--- config.mk ---
export PLATFORM = sky130hd
export DESIGN_NAME = led_matrix_column_scroller
export DESIGN_NICKNAME = d
export VERILOG_FILES = /design/src/sv/lmcs_pkg.sv /design/src/sv/led_matrix_column_scroller.sv /design/src/sv/lmcs_row_cell.sv /design/src/sv/lmcs_write_seq.sv
export SDC_FILE = /design/constraint.sdc
export NUM_CORES = 1
export LEC_CHECK = 0
export BUFFER_PORTS_ARGS = -buffer_cell sky130_fd_sc_hd__buf_2
export CORE_MARGIN = 3
export CORE_UTILIZATION = 65
export DETAILED_ROUTE_END_ITERATION = 7
export GPL_TIMING_DRIVEN = 0
export PLACE_DENSITY = 0.95
export SLEW_MARGIN = 15
export SYNTH_ARGS = -nofsm -noshare
export SYNTH_HDL_FRONTEND = slang
export SYNTH_HIERARCHICAL = 1
export SYNTH_SLANG_ARGS = --single-unit
--- constraint.sdc ---
create_clock -name clk -period 6.28 [get_ports clk]
set_clock_uncertainty 0.15 [all_clocks]
set_input_delay 0.314 -clock clk [delete_from_list [all_inputs] [get_ports clk]]
set_output_delay 0.314 -clock clk [all_outputs]
set_load 0.02 [all_outputs]
--- src/sv/lmcs_pkg.sv ---
// Package for the LED matrix column scroller.
// Holds the row count, controller addresses, operation codes and shared types.
// No dependencies.
`default_nettype none
package lmcs_pkg;

	localparam int ROWS = 8;
	localparam int CNT_W = 4;
	localparam int INIT_LEN = 14;
	localparam int INIT_FIXED = 5;

	localparam logic [3:0] ADDR_TEST     = 4'hF;
	localparam logic [3:0] ADDR_SHUTDOWN = 4'hC;
	localparam logic [3:0] ADDR_SCAN     = 4'hB;
	localparam logic [3:0] ADDR_BRIGHT   = 4'hA;
	localparam logic [3:0] ADDR_DECODE   = 4'h9;

	localparam logic [0:0] CFG_SCAN_LIMIT = 1'b0;
	localparam logic [0:0] CFG_INTENSITY  = 1'b1;

	typedef enum logic [1:0] {
		OP_SHIFT = 2'd0,
		OP_CLEAR = 2'd1,
		OP_INIT  = 2'd2,
		OP_NONE  = 2'd3
	} op_t;

	typedef enum logic {
		MODE_REFRESH = 1'b0,
		MODE_INIT    = 1'b1
	} seq_mode_t;

	typedef struct packed {
		logic load;
		logic zero;
		logic advance;
	} cell_ctrl_t;

	typedef struct packed {
		logic      start;
		seq_mode_t mode;
	} seq_start_t;

	typedef struct packed {
		logic busy;
		logic fire_last;
	} seq_status_t;

endpackage
`default_nettype wire

--- src/sv/led_matrix_column_scroller.sv ---
// Top level of the LED matrix column scroller: config registers, row cells, sequencer.
// Depends on lmcs_pkg, lmcs_row_cell and lmcs_write_seq.
//
// Channel   Dir  Contents
// s_*       in   operation word: tdata = column, tuser = operation
// m_*       out  register write word: tdata = address, data; tlast = last of burst
// cfg_*     in   register write: index 0 scan limit, index 1 intensity
//
// A shift or clear word gives eight writes, one per cycle while m_tready is high; an
// init word gives fourteen. The next word is taken in the cycle the final write of
// the burst leaves, so bursts run back to back; m_tready sets the write rate.
// Operation code 3 is accepted and gives no write. Reset zeroes the rows and idles
// the output. A stalled m_tready holds the current write and s_tready stays low.
`default_nettype none
module led_matrix_column_scroller (
	input  wire logic        clk,
	input  wire logic        arst_n,
	input  wire logic        s_tvalid,
	output logic             s_tready,
	input  wire logic [7:0]  s_tdata,   // [7:0] column
	input  wire logic [1:0]  s_tuser,   // [1:0] operation
	output logic             m_tvalid,
	input  wire logic        m_tready,
	output logic [15:0]      m_tdata,   // [3:0] reg_address, [11:4] reg_data, [15:12] zero
	output logic             m_tlast,
	input  wire logic        cfg_we,
	input  wire logic [0:0]  cfg_index,
	input  wire logic [3:0]  cfg_wdata
);
	import lmcs_pkg::*;

	logic [2:0]  scan_limit_q;
	logic [3:0]  intensity_q;
	logic        accept;
	op_t         op;
	cell_ctrl_t  ctrl;
	seq_start_t  start;
	seq_status_t status;
	logic [7:0]  snap [ROWS];
	logic [3:0]  reg_address;
	logic [7:0]  reg_data;

	assign op = op_t'(s_tuser);
	assign s_tready = !status.busy | status.fire_last;
	assign accept = s_tvalid & s_tready;

	assign ctrl.load = accept & (op != OP_NONE);
	assign ctrl.zero = (op != OP_SHIFT);
	assign ctrl.advance = m_tvalid & m_tready;
	assign start.start = ctrl.load;
	assign start.mode = (op == OP_INIT) ? MODE_INIT : MODE_REFRESH;

	always_ff @(posedge clk or negedge arst_n) begin
		if (!arst_n) begin
			scan_limit_q <= 3'd7;
			intensity_q  <= 4'd8;
		end else if (cfg_we) begin
			unique case (cfg_index)
				CFG_SCAN_LIMIT: scan_limit_q <= cfg_wdata[2:0];
				CFG_INTENSITY:  intensity_q  <= cfg_wdata;
				default: ;
			endcase
		end
	end

	for (genvar r = 0; r < ROWS; r++) begin : g_cell
		logic [7:0] next_in;
		if (r == ROWS - 1) begin : g_tail
			assign next_in = 8'h00;
		end else begin : g_mid
			assign next_in = snap[r+1];
		end
		lmcs_row_cell u_cell (
			.clk     (clk),
			.arst_n  (arst_n),
			.ctrl    (ctrl),
			.col_bit (s_tdata[ROWS-1-r]),
			.next_in (next_in),
			.snap    (snap[r])
		);
	end

	lmcs_write_seq u_seq (
		.clk         (clk),
		.arst_n      (arst_n),
		.start       (start),
		.head_data   (snap[0]),
		.scan_limit  (scan_limit_q),
		.intensity   (intensity_q),
		.out_ready   (m_tready),
		.out_valid   (m_tvalid),
		.reg_address (reg_address),
		.reg_data    (reg_data),
		.last        (m_tlast),
		.status      (status)
	);

	assign m_tdata = {4'h0, reg_data, reg_address};

endmodule
`default_nettype wire

--- src/sv/lmcs_row_cell.sv ---
// One row cell: keeps a row byte and a snapshot byte that moves toward the head.
// Depends on lmcs_pkg.
`default_nettype none
module lmcs_row_cell (
	input  wire logic               clk,
	input  wire logic               arst_n,
	input  wire lmcs_pkg::cell_ctrl_t ctrl,
	input  wire logic               col_bit,
	input  wire logic [7:0]         next_in,
	output logic [7:0]              snap
);
	import lmcs_pkg::*;

	logic [7:0] row_q;
	logic [7:0] snap_q;
	logic [7:0] row_next;

	assign row_next = ctrl.zero ? 8'h00 : {row_q[6:0], col_bit};
	assign snap = snap_q;

	always_ff @(posedge clk or negedge arst_n) begin
		if (!arst_n) begin
			row_q  <= 8'h00;
			snap_q <= 8'h00;
		end else if (ctrl.load) begin
			row_q  <= row_next;
			snap_q <= row_next;
		end else if (ctrl.advance) begin
			snap_q <= next_in;
		end
	end

endmodule
`default_nettype wire

--- src/sv/lmcs_write_seq.sv ---
// Write sequencer: counts out the register writes of a refresh or init burst.
// Depends on lmcs_pkg.
`default_nettype none
module lmcs_write_seq (
	input  wire logic               clk,
	input  wire logic               arst_n,
	input  wire lmcs_pkg::seq_start_t start,
	input  wire logic [7:0]         head_data,
	input  wire logic [2:0]         scan_limit,
	input  wire logic [3:0]         intensity,
	input  wire logic               out_ready,
	output logic                    out_valid,
	output logic [3:0]              reg_address,
	output logic [7:0]              reg_data,
	output logic                    last,
	output lmcs_pkg::seq_status_t   status
);
	import lmcs_pkg::*;

	logic                busy_q;
	seq_mode_t           mode_q;
	logic [CNT_W-1:0]    cnt_q;
	logic                fire;

	assign out_valid = busy_q;
	assign fire = busy_q & out_ready;
	assign status.busy = busy_q;
	assign status.fire_last = fire & last;

	always_comb begin
		reg_address = 4'h0;
		reg_data = 8'h00;
		last = 1'b0;
		unique case (mode_q)
			MODE_REFRESH: begin
				reg_address = cnt_q + 4'd1;
				reg_data = head_data;
				last = (cnt_q == CNT_W'(ROWS - 1));
			end
			MODE_INIT: begin
				last = (cnt_q == CNT_W'(INIT_LEN - 1));
				case (cnt_q)
					4'd0: reg_address = ADDR_TEST;
					4'd1: begin
						reg_address = ADDR_SHUTDOWN;
						reg_data = 8'h01;
					end
					4'd2: begin
						reg_address = ADDR_SCAN;
						reg_data = {5'b0, scan_limit};
					end
					4'd3: begin
						reg_address = ADDR_BRIGHT;
						reg_data = {4'b0, intensity};
					end
					4'd4: reg_address = ADDR_DECODE;
					default: reg_address = cnt_q - CNT_W'(INIT_FIXED);
				endcase
			end
			default: ;
		endcase
	end

	always_ff @(posedge clk or negedge arst_n) begin
		if (!arst_n) begin
			busy_q <= 1'b0;
			mode_q <= MODE_REFRESH;
			cnt_q  <= '0;
		end else if (start.start) begin
			busy_q <= 1'b1;
			mode_q <= start.mode;
			cnt_q  <= '0;
		end else if (fire) begin
			if (last) begin
				busy_q <= 1'b0;
			end else begin
				cnt_q <= cnt_q + 4'd1;
			end
		end
	end

endmodule
`default_nettype wire
==> results.json <==
{
  "run_status": "finished clean",
  "cts_made_buffers": 17,
  "cts.sinks": 133,
  "synth-compound-area-share_pct": 13.1,
  "synth_enable_flop_cells": 0,
  "ctsHtreeMaxLevel": 4,
  "clk-insertion-delay-late_ns": 0.51,
  "endpoint_kind": "primary output",
  "dieWidth_um": 104,
  "p_leak_nw": 3.41,
  "design.core.area_mm2": 0.00928,
  "clock_tree_from_tritoncts": "done",
  "syn-cell-area_mm2": 0.00624,
  "report.final.setup_viol": 0,
  "critical_path_buf_inv_count": 2,
  "vias_in_the_first_global_route": 5127,
  "synth_top_family_by_area": "compound AO/OA/AOI/OAI gates",
  "initial_utilization_pct": 67.2,
  "final_cell_area_mm2": 0.00738,
  "hold-path-endpoint": "scan_limit_q[2]$_DFFE_PN1P_",
  "placed_cell_area_mm2": 0.00667,
  "powerDensity_mw_per_mm2": 465,
  "peakVddDrop_uv": 261,
  "cp-start-kind": "register",
  "synth_largest_type_area_fraction_pct": 51.8,
  "place.gp.congestion": 0.915,
  "dr.pass1.iters": 6,
  "cts_resized": 0,
  "share_of_total_power_in_sequential_cells_pct": 39.4,
  "headroom_to_the_max_slew_limit_pct": 33.8,
  "vias": 5005,
  "final_core_utilization_pct": 79.5,
  "gr-total-overflow": 0,
  "first_iter_violations": 596,
  "drv_slew": 0,
  "grt_first_pass_wirelength_um": 27100,
  "most_used_flip_flop_cell_after_synthesis": "dfrtp_1",
  "simple_gate_share_of_the_synthesized_area_pct": 11.8,
  "globalRouteTotalUtil_pct": 31.7,
  "place_hpwl_um": 9090,
  "drive_above_1_share_pct": 18.6,
  "syn2layout_area_growth_pct": 18.3,
  "antenna_found_initial": 0,
  "synth_warn": 6,
  "grt_max_degree": 92,
  "cp.arrival_ns": 2.56,
  "synth_area_leader_cell": "dfrtp_1",
  "worstMarginPinSlew_ns": 0.993,
  "ctsHoldBuffers": 14,
  "rr_endpoint": "g_cell[1].u_cell/row_q[0]$_DFFE_PN0P_",
  "rsz0062_at_grt": "false",
  "final_wirelength_um": 16800,
  "syn-instance-count": 567,
  "postSynthAreaPerCell_um2": 11.0,
  "final-hold-violation-count": 0,
  "cts_root_buffer": "clkbuf_8",
  "design.die.area_mm2": 0.0108,
  "worst_setup_hold_path_clk_slew_ns": 0.06,
  "cell_internal_pwr_mw": 2.15,
  "die_y_um": 104,
  "netSwitchingPower_mw": 1.28,
  "power.clock.fraction_pct": 28.1,
  "min_path_cells": 3,
  "n_fill_cell": 482,
  "max_freq_mhz": 330,
  "io_buffers": 34,
  "power.share.switching_pct": 37.3,
  "min_period_over_period_pct": 48.2,
  "biggest_area_contributors_in_the_synthesized_netlist": "dfrtp_1 (52%), mux2i_1 (10%), nand3b_1 (7.7%)",
  "floorplan.rows": 35,
  "ant_nets": 0,
  "power_frac_comb_pct": 32.6,
  "total_power_mw": 3.43,
  "worstSetupPathDepth": 6,
  "antenna_cells_inserted": 0,
  "hold_ws_ns": 0.0425,
  "worstSetupPathType": "reg2out",
  "r2r_setup_slack_ns": 3.72,
  "worst_min_delay_path_class": "in2reg",
  "routed_via_density": 6.34,
  "timing.rr.start": "u_seq/cnt_q[3]$_DFFE_PN0P_",
  "slowest_stage": "dfrtp_1",
  "final_nets": 671,
  "stage_delay_of_the_slowest_cell_on_the_critical_path_ns": 0.52,
  "cts_setup_buffers": 0,
  "yosys-mux-area-fraction_pct": 12.1,
  "post_synth_most_frequent_cells": "dfrtp_1 (129), inv_1 (65), mux2i_1 (65)",
  "cp_top_family": "flip-flops",
  "timing.critical_path.required_ns": 5.82,
  "clk_path_buf_depth": 2,
  "post_synth_fa_ha_maj_area_fraction_pct": 0.802,
  "crit_path_cell_trace": "inv_1, ha_1, or4b_1, a31oi_1, a2111oi_2, buf_2",
  "postSynthRegisterBits": 133,
  "fin_tns_setup_ns": 0,
  "finalWorstPathRequiredPeriod_ns": 3.03,
  "maxCapViolCount": 0,
  "yosys.area_share.xor_xnor_pct": 0,
  "netlist-cell-type-count": 51,
  "crit_fanout": 10,
  "seq_area_frac_synth_pct": 53.4,
  "top_level_ports": 39,
  "rr_worst_depth": 9,
  "hp-start": "cfg_we",
  "ys_async_sr_fraction_pct": 100,
  "yosysMostFrequentCell": "dfrtp_1",
  "detail_route.wl_per_cell_um": 21.2,
  "drc_errors": 0
}
## cells by family (layout without fill, tap and decap cells)
kind of cell | after synthesis | after routing
buf+inv | 100 | 182
other cells | 1 | 12
compound gates | 150 | 150
flops | 133 | 133
fa+ha+maj | 4 | 4
simple gates | 106 | 106
mux | 73 | 73
## worst register-to-register path: cells and delay by family (launching register included)
family          cells  cell delay, ns
buf+inv             3            0.71
flops               1            0.40
compound gates      2            0.34
simple gates        4            0.82
## metal layers
metal  routed length, um  vias to the layer above  GRT usage [%]
met5                   0                        -              0
met4                 660                        0           14.1
met3                1070                       69           7.57
met2                8540                      316           55.0
met1                6490                     2495           37.7
li1                    -                     2125              -
## metrics by stage
stage / setup WS [ns] / instances
finish: 3.25 / 789
global route: 3.14 / 789
CTS: 3.30 / 789
detailed placement: 3.85 / 743
global placement: 2.98 / 741
floorplan: 3.39 / 578
## worst max path at each step
stage	from	end	slack, ns
after CTS	u_seq/cnt_q[1]$_DFFE_PN0P_	m_tdata[3]	3.30
after detailed placement	u_seq/cnt_q[1]$_DFFE_PN0P_	m_tdata[3]	3.85
after global routing	u_seq/cnt_q[1]$_DFFE_PN0P_	m_tdata[3]	3.14
final	u_seq/cnt_q[1]$_DFFE_PN0P_	m_tdata[3]	3.25
after floorplan	u_seq/cnt_q[3]$_DFFE_PN0P_	g_cell[0].u_cell/row_q[0]$_DFFE_PN0P_	3.39
after global placement	u_seq/cnt_q[3]$_DFFE_PN0P_	g_cell[2].u_cell/row_q[1]$_DFFE_PN0P_	2.98
## sequential cells by signal, summed over array words and instances (netlist names)
signal / cells
u_seq/cnt_q: 4
intensity_q: 4
u_seq/mode_q: 1
scan_limit_q: 3
u_seq/out_valid: 1
g_cell.u_cell/row_q: 56
g_cell.u_cell/snap: 64
## power groups by stage
stage / Sequential, mW / Combinational (mW) / Clock, mW
floorplan: 1.26 / 0.781 / 0
global placement: 1.31 / 0.955 / 0
detailed placement: 1.33 / 1.03 / 0
CTS: 1.33 / 1.07 / 0.966
global route: 1.37 / 1.19 / 1.01
finish: 1.35 / 1.12 / 0.961
## cells in the final DEF, fill, tap and decap left out, types with 2 or more instances in the layout
master         netlist  final
a21oi_1              4      4
a22oi_1              2      2
a31oi_1              5      5
and2_1               3      3
and3_2               1      2
buf_2               11     44
buf_4                5      5
buf_6               18     19
bufinv_16            0      2
clkbuf_1             1      2
clkbuf_16            0     16
clkinv_2             0      2
clkinv_4             0      5
clkinvlp_4           0      3
conb_1               1     12
dfrtp_1            129    129
dfstp_2              4      4
dlygate4sd3_1        0     14
ha_1                 4      4
inv_1               65     65
inv_6                0      2
mux2_2               4      4
mux2_4               4      4
mux2i_1             65     65
nand2_1              5      5
nand2b_1             2      2
nand3b_1            64     64
nand4_1              2      2
nor2_1               8      8
nor2b_1              6      6
o21ai_0             60     60
o21ai_1             64     64
o22ai_1              3      3
or2_2                2      2
or3_1                2      2
## layout make-up
type                    count  area (um^2)  share of cell area [%]
well taps                 129          161                    2.19
clock inverters            14          154                    2.09
multi-input cells         345         2400                    32.6
repair buffers             50          364                    4.94
plain buffers              35          299                    4.05
flip-flops and latches    133         3330                    45.2
clock buffers              18          418                    5.66
inverters                  65          244                    3.31
Note: power is estimated with default switching activity, not from simulation.
